$ cat src/hw/rtl/wildcard_byte_pattern_scanner_macros.svh
// Assertion helpers shared by the scanner RTL.
// Both forms sample on aclk and are switched off while aresetn is low.
`ifndef WILDCARD_BYTE_PATTERN_SCANNER_MACROS_SVH
`define WILDCARD_BYTE_PATTERN_SCANNER_MACROS_SVH

`ifndef SYNTHESIS

`define WBPS_ASSERT_ALWAYS(name, cond) \
    name: assert property (@(posedge aclk) disable iff (!aresetn) (cond)) \
        else $error("scanner invariant violated");

`define WBPS_ASSERT_NEXT(name, ante, cons) \
    name: assert property (@(posedge aclk) disable iff (!aresetn) (ante) |=> (cons)) \
        else $error("scanner sequence violated");

`else

`define WBPS_ASSERT_ALWAYS(name, cond)

`define WBPS_ASSERT_NEXT(name, ante, cons)

`endif

`endif

$ cat src/hw/rtl/wbps_pkg.sv
package wbps_pkg;

    // Largest pattern the window can hold, and the width of region offsets.
    localparam int MAX_PATTERN_BYTES = 16;
    localparam int OFFSET_BITS       = 31;

    // Pattern bytes that the configuration registers can hold.
    localparam int PATTERN_REG_BYTES = 16;

    localparam int CFG_INDEX_BITS  = 2;
    localparam int CFG_DATA_BITS   = 64;
    localparam int CARE_MASK_BITS  = 16;
    localparam int CFG_LENGTH_BITS = 5;

    localparam int LEN_BITS = $clog2(MAX_PATTERN_BYTES + 1);
    localparam int IDX_BITS = (MAX_PATTERN_BYTES > 1) ? $clog2(MAX_PATTERN_BYTES) : 1;

    localparam logic [OFFSET_BITS-1:0] COUNT_MAX = '1;

    // Configuration register indices.
    localparam logic [CFG_INDEX_BITS-1:0] CFG_PATTERN_LOW  = 2'd0;
    localparam logic [CFG_INDEX_BITS-1:0] CFG_PATTERN_HIGH = 2'd1;
    localparam logic [CFG_INDEX_BITS-1:0] CFG_CARE_MASK    = 2'd2;
    localparam logic [CFG_INDEX_BITS-1:0] CFG_PATTERN_LEN  = 2'd3;

    localparam logic [CFG_DATA_BITS-1:0]   PATTERN_RESET   = '0;
    localparam logic [CARE_MASK_BITS-1:0]  CARE_MASK_RESET = '1;
    localparam logic [CFG_LENGTH_BITS-1:0] LENGTH_RESET    = 5'd1;

    typedef struct packed {
        logic [CFG_DATA_BITS-1:0]   pattern_low;
        logic [CFG_DATA_BITS-1:0]   pattern_high;
        logic [CARE_MASK_BITS-1:0]  care_mask;
        logic [CFG_LENGTH_BITS-1:0] pattern_length;
    } cfg_t;

    // One registered input byte presented to the scan core.
    typedef struct packed {
        logic       step;
        logic [7:0] data_byte;
        logic       region_end;
    } step_t;

    typedef struct packed {
        logic                   valid;
        logic                   found;
        logic [OFFSET_BITS-1:0] match_offset;
    } result_t;

endpackage

$ cat src/hw/rtl/wbps_cfg_regs.sv
module wbps_cfg_regs (
    input  logic                                   aclk,
    input  logic                                   aresetn,
    input  logic                                   cfg_valid,
    output logic                                   cfg_ready,
    input  logic [wbps_pkg::CFG_INDEX_BITS-1:0]    cfg_index,
    input  logic [wbps_pkg::CFG_DATA_BITS-1:0]     cfg_data,
    output wbps_pkg::cfg_t                         cfg
);

    wbps_pkg::cfg_t cfg_reg;
    wbps_pkg::cfg_t cfg_next;

    assign cfg_ready = 1'b1;
    assign cfg      = cfg_reg;

    always_comb begin
        cfg_next = cfg_reg;
        if (cfg_valid) begin
            case (cfg_index)
                wbps_pkg::CFG_PATTERN_LOW: begin
                    cfg_next.pattern_low = cfg_data;
                end
                wbps_pkg::CFG_PATTERN_HIGH: begin
                    cfg_next.pattern_high = cfg_data;
                end
                wbps_pkg::CFG_CARE_MASK: begin
                    cfg_next.care_mask = cfg_data[wbps_pkg::CARE_MASK_BITS-1:0];
                end
                wbps_pkg::CFG_PATTERN_LEN: begin
                    cfg_next.pattern_length = cfg_data[wbps_pkg::CFG_LENGTH_BITS-1:0];
                end
                default: begin
                    cfg_next = cfg_reg;
                end
            endcase
        end
    end

    always_ff @(posedge aclk) begin
        if (!aresetn) begin
            cfg_reg.pattern_low    <= wbps_pkg::PATTERN_RESET;
            cfg_reg.pattern_high   <= wbps_pkg::PATTERN_RESET;
            cfg_reg.care_mask      <= wbps_pkg::CARE_MASK_RESET;
            cfg_reg.pattern_length <= wbps_pkg::LENGTH_RESET;
        end else begin
            cfg_reg <= cfg_next;
        end
    end

endmodule

$ cat src/hw/rtl/wbps_scan_core.sv
module wbps_scan_core (
    input  logic              aclk,
    input  logic              aresetn,
    input  wbps_pkg::cfg_t    cfg,
    input  wbps_pkg::step_t   step,
    output wbps_pkg::result_t result,
    output logic              matched
);

    logic [7:0]                       win_reg  [wbps_pkg::MAX_PATTERN_BYTES];
    logic [7:0]                       win_next [wbps_pkg::MAX_PATTERN_BYTES];
    logic [wbps_pkg::OFFSET_BITS-1:0] count_reg;
    logic [wbps_pkg::OFFSET_BITS-1:0] count_next;
    logic                             matched_reg;
    logic                             matched_next;

    logic [wbps_pkg::LEN_BITS-1:0]    len_eff;
    logic [wbps_pkg::OFFSET_BITS-1:0] len_off;
    logic [wbps_pkg::OFFSET_BITS-1:0] count_inc;
    logic [8*wbps_pkg::PATTERN_REG_BYTES-1:0] pattern;
    logic                             hit;
    logic                             count_ok;
    logic                             found;

    assign matched = matched_reg;
    assign pattern = {cfg.pattern_high, cfg.pattern_low};

    // A length of zero behaves as one; anything above the window depth is clipped.
    always_comb begin
        if (cfg.pattern_length == '0) begin
            len_eff = wbps_pkg::LEN_BITS'(1);
        end else if (int'(cfg.pattern_length) > wbps_pkg::MAX_PATTERN_BYTES) begin
            len_eff = wbps_pkg::LEN_BITS'(wbps_pkg::MAX_PATTERN_BYTES);
        end else begin
            len_eff = wbps_pkg::LEN_BITS'(cfg.pattern_length);
        end
    end

    assign len_off   = wbps_pkg::OFFSET_BITS'(len_eff);
    assign count_inc = (count_reg == wbps_pkg::COUNT_MAX) ? count_reg
                                                         : count_reg + 1'b1;

    // The window after this byte has been shifted in; entry 0 is the newest byte.
    always_comb begin
        win_next[0] = step.data_byte;
        for (int i = 1; i < wbps_pkg::MAX_PATTERN_BYTES; i++) begin
            win_next[i] = win_reg[i-1];
        end
    end

    // Pattern byte i lines up with the byte that arrived len-1-i bytes ago.
    always_comb begin
        logic [wbps_pkg::LEN_BITS-1:0] sel;
        hit = 1'b1;
        sel = '0;
        for (int i = 0; i < wbps_pkg::MAX_PATTERN_BYTES; i++) begin
            if (i < wbps_pkg::PATTERN_REG_BYTES && wbps_pkg::LEN_BITS'(i) < len_eff) begin
                sel = len_eff - wbps_pkg::LEN_BITS'(1) - wbps_pkg::LEN_BITS'(i);
                if (cfg.care_mask[i] &&
                    win_next[sel[wbps_pkg::IDX_BITS-1:0]] != pattern[8*i +: 8]) begin
                    hit = 1'b0;
                end
            end
        end
    end

    assign count_ok = (count_inc >= len_off);
    assign found    = count_ok && hit;

    always_comb begin
        result.valid        = step.step && !matched_reg && (found || step.region_end);
        result.found        = found;
        result.match_offset = found ? (count_inc - len_off) : '0;
    end

    always_comb begin
        count_next   = count_reg;
        matched_next = matched_reg;
        if (step.step) begin
            if (!matched_reg) begin
                count_next   = count_inc;
                matched_next = found;
            end
            if (step.region_end) begin
                count_next   = '0;
                matched_next = 1'b0;
            end
        end
    end

    // The window needs no clearing: a match is only tested once the whole
    // pattern length has been filled from the current region.
    always_ff @(posedge aclk) begin
        if (step.step && !matched_reg) begin
            win_reg <= win_next;
        end
    end

    always_ff @(posedge aclk) begin
        if (!aresetn) begin
            count_reg   <= '0;
            matched_reg <= 1'b0;
        end else begin
            count_reg   <= count_next;
            matched_reg <= matched_next;
        end
    end

endmodule

$ cat src/hw/rtl/wildcard_byte_pattern_scanner.sv
// Wildcard byte pattern scanner.
//
// Region bytes arrive on the s_ channel, one byte per transaction, with
// s_region_end marking the last byte of a region. The pattern, its care mask
// (a clear bit makes that pattern byte a wildcard) and its length are written
// beforehand through the cfg_ write channel, which is always ready.
// For each region the m_ channel carries exactly one transaction: found = 1
// with the offset of the first byte of the first match, or found = 0 with
// offset 0 on the region's last byte when nothing matched. Bytes after a
// match are consumed silently until the region ends.
// An accepted byte is held in the input register, compared when it moves on,
// and its result, if any, is held in the result register for the m_ ports.
// Throughput: one byte per cycle unless a result stalls; the window compare of
// all pattern bytes is a single stage between the input and result registers.
// When the receiver stalls, the pending result holds and one further byte is
// kept in the input register; s_ready falls only once both are occupied.
// Reset (aresetn low, synchronous) empties both registers, clears the scan
// state and returns the pattern to zeros, all bytes cared, length one.
`include "wildcard_byte_pattern_scanner_macros.svh"

module wildcard_byte_pattern_scanner (
    input  logic                                    aclk,
    input  logic                                    aresetn,

    input  logic                                    cfg_valid,
    output logic                                    cfg_ready,
    input  logic [wbps_pkg::CFG_INDEX_BITS-1:0]     cfg_index,
    input  logic [wbps_pkg::CFG_DATA_BITS-1:0]      cfg_data,

    input  logic                                    s_valid,
    output logic                                    s_ready,
    input  logic [7:0]                              s_data_byte,
    input  logic                                    s_region_end,

    output logic                                    m_valid,
    input  logic                                    m_ready,
    output logic                                    m_found,
    output logic [wbps_pkg::OFFSET_BITS-1:0]        m_match_offset
);

    wbps_pkg::cfg_t    cfg;
    wbps_pkg::step_t   step;
    wbps_pkg::result_t result;
    logic              matched;

    // Input register: holds one accepted byte until the scan core takes it.
    logic       in_valid_reg;
    logic       in_valid_next;
    logic [7:0] in_byte_reg;
    logic       in_end_reg;

    // Result register: holds one result until the receiver takes it.
    logic                             out_valid_reg;
    logic                             out_valid_next;
    logic                             out_found_reg;
    logic [wbps_pkg::OFFSET_BITS-1:0] out_offset_reg;

    logic process;

    wbps_cfg_regs u_cfg_regs (
        .aclk      (aclk),
        .aresetn   (aresetn),
        .cfg_valid (cfg_valid),
        .cfg_ready (cfg_ready),
        .cfg_index (cfg_index),
        .cfg_data  (cfg_data),
        .cfg       (cfg)
    );

    // The held byte moves on whenever the result register is free or is
    // being emptied in this same cycle.
    assign process = in_valid_reg && (!out_valid_reg || m_ready);
    assign s_ready = !in_valid_reg || process;

    always_comb begin
        step.step       = process;
        step.data_byte  = in_byte_reg;
        step.region_end = in_end_reg;
    end

    wbps_scan_core u_scan_core (
        .aclk    (aclk),
        .aresetn (aresetn),
        .cfg     (cfg),
        .step    (step),
        .result  (result),
        .matched (matched)
    );

    always_comb begin
        if (s_valid && s_ready) begin
            in_valid_next = 1'b1;
        end else if (process) begin
            in_valid_next = 1'b0;
        end else begin
            in_valid_next = in_valid_reg;
        end
    end

    // A new result can only appear when the register is free or draining.
    assign out_valid_next = (out_valid_reg && !m_ready) || result.valid;

    always_ff @(posedge aclk) begin
        if (!aresetn) begin
            in_valid_reg  <= 1'b0;
            out_valid_reg <= 1'b0;
        end else begin
            in_valid_reg  <= in_valid_next;
            out_valid_reg <= out_valid_next;
        end
    end

    always_ff @(posedge aclk) begin
        if (s_valid && s_ready) begin
            in_byte_reg <= s_data_byte;
            in_end_reg  <= s_region_end;
        end
        if (result.valid) begin
            out_found_reg  <= result.found;
            out_offset_reg <= result.match_offset;
        end
    end

    assign m_valid        = out_valid_reg;
    assign m_found        = out_found_reg;
    assign m_match_offset = out_offset_reg;

    // A not-found result always carries a zero offset.
    `WBPS_ASSERT_ALWAYS(a_notfound_offset_zero, !(out_valid_reg && !m_found) || (m_match_offset == '0))
    // A match before the end of a region locks the scan for the rest of it.
    `WBPS_ASSERT_NEXT(a_match_locks_scan, result.valid && result.found && !in_end_reg, matched)
    // The last byte of a region always leaves the scan unlocked for the next.
    `WBPS_ASSERT_NEXT(a_end_clears_scan, process && in_end_reg, !matched)

endmodule
$ cat config.mk
export PLATFORM = sky130hd
export DESIGN_NAME = wildcard_byte_pattern_scanner
export DESIGN_NICKNAME = d
export VERILOG_FILES = /design/src/hw/rtl/wbps_pkg.sv /design/src/hw/rtl/wbps_cfg_regs.sv /design/src/hw/rtl/wbps_scan_core.sv /design/src/hw/rtl/wildcard_byte_pattern_scanner.sv
export VERILOG_INCLUDE_DIRS = /design/src /design/src/hw/rtl
export SDC_FILE = /design/constraint.sdc
export NUM_CORES = 1
export LEC_CHECK = 0
export BUFFER_PORTS_ARGS = -buffer_cell sky130_fd_sc_hd__buf_4
export CORE_MARGIN = 2
export CORE_UTILIZATION = 45
export CTS_BUF_LIST = sky130_fd_sc_hd__clkbuf_2 sky130_fd_sc_hd__clkbuf_4 sky130_fd_sc_hd__clkbuf_8
export DETAILED_ROUTE_END_ITERATION = 7
export PLACE_DENSITY_LB_ADDON = 0.05
export SLEW_MARGIN = 20
export SYNTH_ARGS = -nofsm -noshare
export SYNTH_HDL_FRONTEND = slang
export SYNTH_SLANG_ARGS = --single-unit
$ cat constraint.sdc
create_clock -name aclk -period 12.09 [get_ports aclk]
set_clock_uncertainty 0.15 [all_clocks]
set_input_delay 0 -clock aclk [delete_from_list [all_inputs] [get_ports aclk]]
set_output_delay 0 -clock aclk [all_outputs]
set_load 0.05 [all_outputs]
# == Word-level counts from Yosys, hierarchy flattened ==
# Index checks and enable logic that the tools add are counted.
# classes
n_addsub,18
eq_ne,21
order_cmp,34
muxes,89
bitwise,16
n_reduce_logical,38
# op_table
op,count
binary-select mux 8 bit (select 4 bit),16
two-way mux 8 bit,32
inequality test 8 bit,16
two-way mux 31 bit,3
">= comparator 5 bit, second input constant",16
NOT 4 -> 5 bit,16
"< comparator 4 x 5 -> 1 bit, first input constant",8
two-way mux 1 bit,36
"subtractor 4 bit, second input constant",8
"adder 31 x 1 -> 31 bit, second input constant",1
"equality test 31 bit, second input constant",1
>= comparator 31 x 5 -> 1 bit,1
subtractor 31 x 5 -> 31 bit,1
logical AND 1 bit,22
"< comparator 3 x 5 -> 1 bit, first input constant",4
"subtractor 4 x 3 -> 4 bit, second input constant",4
"< comparator 1 x 5 -> 1 bit, first input constant",2
"< comparator 2 x 5 -> 1 bit, first input constant",2
two-way mux 5 bit,2
AND reduction 2 bit,5
"subtractor 4 x 1 -> 4 bit, second input constant",2
"subtractor 4 x 2 -> 4 bit, second input constant",2
"> comparator 5 bit, second input constant",1
zero test 5 bit,1
other kinds (7),14
# totals
inputBits,80
ff_bits,344
wordCells,243
output_inout_bits,35

# == Logic depth before layout (Yosys ltp) ==
# depth
depth_word,46
mapped_depth,25
ltp_nobuf,20

# == By module ==
# From an unflattened synthesis, not the netlist that was laid out.
# hier_totals
cells_unflattened,2283
hier_area_um2,23266.1
# modules_own_cells
mod,n_inst,cells_each,seq_area_each_um2,area_each_um2
wbps_scan_core,1,1654,4244.1,16056.6
wbps_cfg_regs,1,579,2982.9,5874.4
wildcard_byte_pattern_scanner,1,50,1271.2,1335.0

# == Least setup slack after synthesis ==
# OpenSTA, ideal clock, no wires.
# synth_path
path_type,flip-flop to flip-flop
from,reg out_valid_reg (netlist: m_valid)
to,reg out_found_reg (netlist: m_found) (enable)
t_arrival_ns,8.618
slack_ns,2.852
stages_incl_launch_ff,5
period_less_slack_ns,9.238
setup_time_ns,0.470
cell_sequence,dfxtp_1 nor2b_1 nand2b_1 nor2_1 a21boi_0
# synth_rtl
element,line_no,text
from (decl),wildcard_byte_pattern_scanner.sv:53,logic out_valid_reg;
from (signal assigned),wildcard_byte_pattern_scanner.sv:109,out_valid_reg <= out_valid_next;
to (signal assigned),wildcard_byte_pattern_scanner.sv:119,out_found_reg <= result.found;
to (decl),wildcard_byte_pattern_scanner.sv:55,logic out_found_reg;

==> results by group <==
Synth
  • Syn Nets: 2251
  • Yosys cell types: 67
  • Mapped Cells: 2153
  • Top-area cell type share of the netlist area: about 23%
  • Number of synthesis warnings: 0
  • Average cell area after synthesis: between 9 and 10 um^2
  • Cell with the most instances after synthesis: nand2_1
  • Seq/Total Area, Yosys: around two fifths
  • Most frequent cells after synthesis: 361 x nand2_1, 198 x nand3_1, 183 x dfxtp_1
  • Synth Cell Area: about 0.021 mm^2
  • Dominant synthesized flop cell: dfxtp_1
  • FF+latch count, synth: ~340
  • Post-synth EDFFs: 161
  • Post-synth ARST share: 0%
  • Top post-synthesis cells by area: edfxtp_1 23%, dfxtp_1 17%, mux4_2 14%, nand2_1 6.4%, mux2i_1 6.0%
  • Synth area leader: edfxtp_1

CTS
  • Worst-path clk slew: 0.06 ns
  • Num CTS Buffers: 61
  • Clock Path Buffers: 3
  • CTS tree: yes
  • Hold_buf cts: 157
  • Sink Count: between 300 and 400
  • CTS-repair resized insts: 0
  • Post-CTS setup buffers: 0
  • Clock latency at the later pin of the worst-skew pair: around 0.70 ns
  • CTS HTree Levels: 2
  • Root buf cell: clkbuf_8

Setup path
  • Worst Setup SP: u_cfg_regs.cfg[4]
  • Worst setup SP type: flip-flop
  • Worst Path Max Fanout: 47
  • Crit path kind: reg2reg
  • R2R Path Start: u_cfg_regs.cfg[4]
  • Data required time at the worst endpoint: 12.24 ns
  • Critical Path AT: about 9 ns
  • Setup crit end kind: flip-flop

STA
  • Endpoints failing hold: 0
  • Final Max Tran Viols: 0
  • Relative slew margins: roughly 17%
  • Unrepaired setup endpoints after global routing: false
  • Crit path time final: 8.83 ns
  • Slew at the pin closest to its max-slew limit: roughly 1.2 ns
  • F_max: 0.113 GHz
  • Final period util: between 70% and 80%
  • Setup_tns: 0 ns
  • Final setup viols: 0

Power and ir drop
  • Comb power frac: roughly a fifth
  • Switching power: around 0.96 mW
  • Sw Share: slightly below 30%
  • PD cells: roughly 130 mW/mm^2
  • Cell-internal power: between 2 and 2.5 mW
  • Flop pwr share: about two fifths
  • Clk pwr share: between 30% and 40%
  • Leakage power: between 9 and 10 nW
  • Worst VDD drop: just under 80 uV

Worst hold path
  • Hold path start: cfg_data[21]
  • HP Class: in2reg

Layout
  • Layout cells sized above 1: around 18%
  • Inserted Diodes: 0
  • Fin nets: roughly 2500
  • Synth-to-Final Area Change: 20.4%
  • Max reg flops: about 150
  • Non-Filler Instances: a little over 3000

Floorplanning
  • Die area: between 0.04 and 0.05 mm^2
  • Row cnt: 79
  • Total core area: roughly 0.047 mm^2
  • Die Y: ~220 um
  • I/O Pins: roughly 120
  • Starting Density: around 46%
  • Die width: about 220 um

Routing
  • WL per Instance: 24.4 um
  • Router iterations before antenna repair: 5
  • 1st-iter DRT viols: roughly 2300
  • Routed wire length: around 74000 um
  • DRC viols: 0
  • Final ANT Viol Nets: 0
  • Vias: 18543
  • Vias/cell: 6.14

GRT
  • Initial antenna violation count: 1
  • GRT Util Overall: 29.8%
  • First-pass GRT wire length: about 110000 um
  • Grt total ovfl: 0
  • Largest net degree at the start of global routing: 99
  • Vias in the first global route: between 15000 and 20000

Placed design
  • PortBufs: 113
  • Inst Count DP: approximately 2800
  • DPL Wire Length: about 52000 um
  • GP Congestion: between 0.9 and 1

Run status
  • Status: finished clean

Job
  • Max-Cap Viols: 0
[final cells by class]
class / count / area [um^2]
inverters: 20 / 77.6
clock inverters: 24 / 278
flip-flops and latches: 344 / 8500
fillers: 4107 / 21100
repair buffers: 304 / 2680
multi-input cells: 1633 / 12100
well taps: 607 / 759
clock buffers: 89 / 1160
[path summary, 6_finish.rpt]
path	end	cells after the start	slack [ns]
setup / recovery	m_found	20	3.26
hold / removal	u_cfg_regs.cfg[106]	4	0.02
setup reg to reg	m_found	20	3.26
hold reg to reg	u_cfg_regs.cfg[78]	2	0.32
[critical path, stage by stage (launching register included)]
cell and delay [ns]:
dfxtp_1 0.97, or4_4 0.70, nand2_4 0.43, inv_2 0.12, buf_4 0.62, ha_1 0.32, xnor2_2 0.12, buf_4 0.35
ha_1 0.34, nor2b_1 0.08, a211oi_2 0.14, o22ai_1 0.21, xnor2_4 0.78, mux4_2 0.62, xor2_1 0.15, nor4_1 0.32
a21oi_1 0.16, a2111oi_4 0.41, nand4b_4 0.13, buf_4 0.27, a21boi_4 0.87
[layout by cell type, fill, tap and decap left out, types with 5 or more instances in the layout]
| cell | n |
|---|---|
| nand2_1 | 360 |
| nand3_1 | 198 |
| dfxtp_1 | 183 |
| a21oi_1 | 166 |
| edfxtp_1 | 161 |
| dlygate4sd3_1 | 157 |
| buf_4 | 147 |
| mux4_2 | 131 |
| mux2i_1 | 127 |
| xnor2_1 | 119 |
| nor2_1 | 107 |
| clkbuf_8 | 78 |
| o21ai_0 | 64 |
| xor2_1 | 56 |
| nand4_1 | 43 |
| a22oi_1 | 30 |
| and2_1 | 26 |
| nor3_1 | 24 |
| ha_1 | 17 |
| a21boi_0 | 16 |
| inv_1 | 13 |
| and3_1 | 13 |
| nor4_1 | 13 |
| clkinv_2 | 13 |
| clkbuf_4 | 11 |
| o221ai_1 | 8 |
| a21o_1 | 8 |
| nor2b_1 | 7 |
| and4_1 | 6 |
| bufinv_16 | 6 |
| or3_1 | 5 |
| nand2b_1 | 5 |
| o41ai_1 | 5 |
| or2_2 | 5 |
[through the flow]
step | cell area (um^2) | hold WS [ns] | power (mW) | util (%) | worst slack (ns)
final | 25500 | 0.0191 | 3.26 | 54.8 | 3.26
after global placement | 22500 | 0.0300 | 1.95 | 48.3 | 3.48
after floorplan | 21200 | -0.0511 | 1.76 | - | 2.85
after detailed placement | 22500 | 0.0301 | 1.96 | 48.3 | 3.30
after CTS | 25500 | 0.000626 | 3.28 | 54.8 | 3.30
after global routing | 25500 | 0.0436 | 3.38 | 54.8 | 2.71
[metal layers]
layer	global-route usage [%]	share of wire [%]	routed length, um
met3	4.50	8.5	6260
met2	46.1	45	33400
met4	9.79	3.0	2250
met1	43.0	43	32000
met5	0	0	0
[cells by family after synthesis]
| group | after synthesis | synth area share, % |
|---|---|---|
| compound gates | 337 | 9.51 |
| buf+inv | 176 | 3.47 |
| other cells | 1 | 0.0177 |
| fa+ha+maj | 18 | 1.10 |
| flops | 344 | 40.1 |
| simple gates | 839 | 18.3 |
| mux | 258 | 19.9 |
| xor+xnor | 180 | 7.51 |
[power groups by stage]
| stage | Combinational (mW) | Clock (mW) | Sequential (mW) |
|---|---|---|---|
| 2_1_floorplan | 0.441 | 0 | 1.32 |
| 3_3_place_gp | 0.623 | 0 | 1.33 |
| 3_5_place_dp | 0.631 | 0 | 1.33 |
| 4_1_cts | 0.671 | 1.30 | 1.30 |
| 5_1_grt | 0.721 | 1.35 | 1.31 |
| 6_report | 0.678 | 1.28 | 1.31 |
No activity file was read; power rests on OpenSTA's default activity.
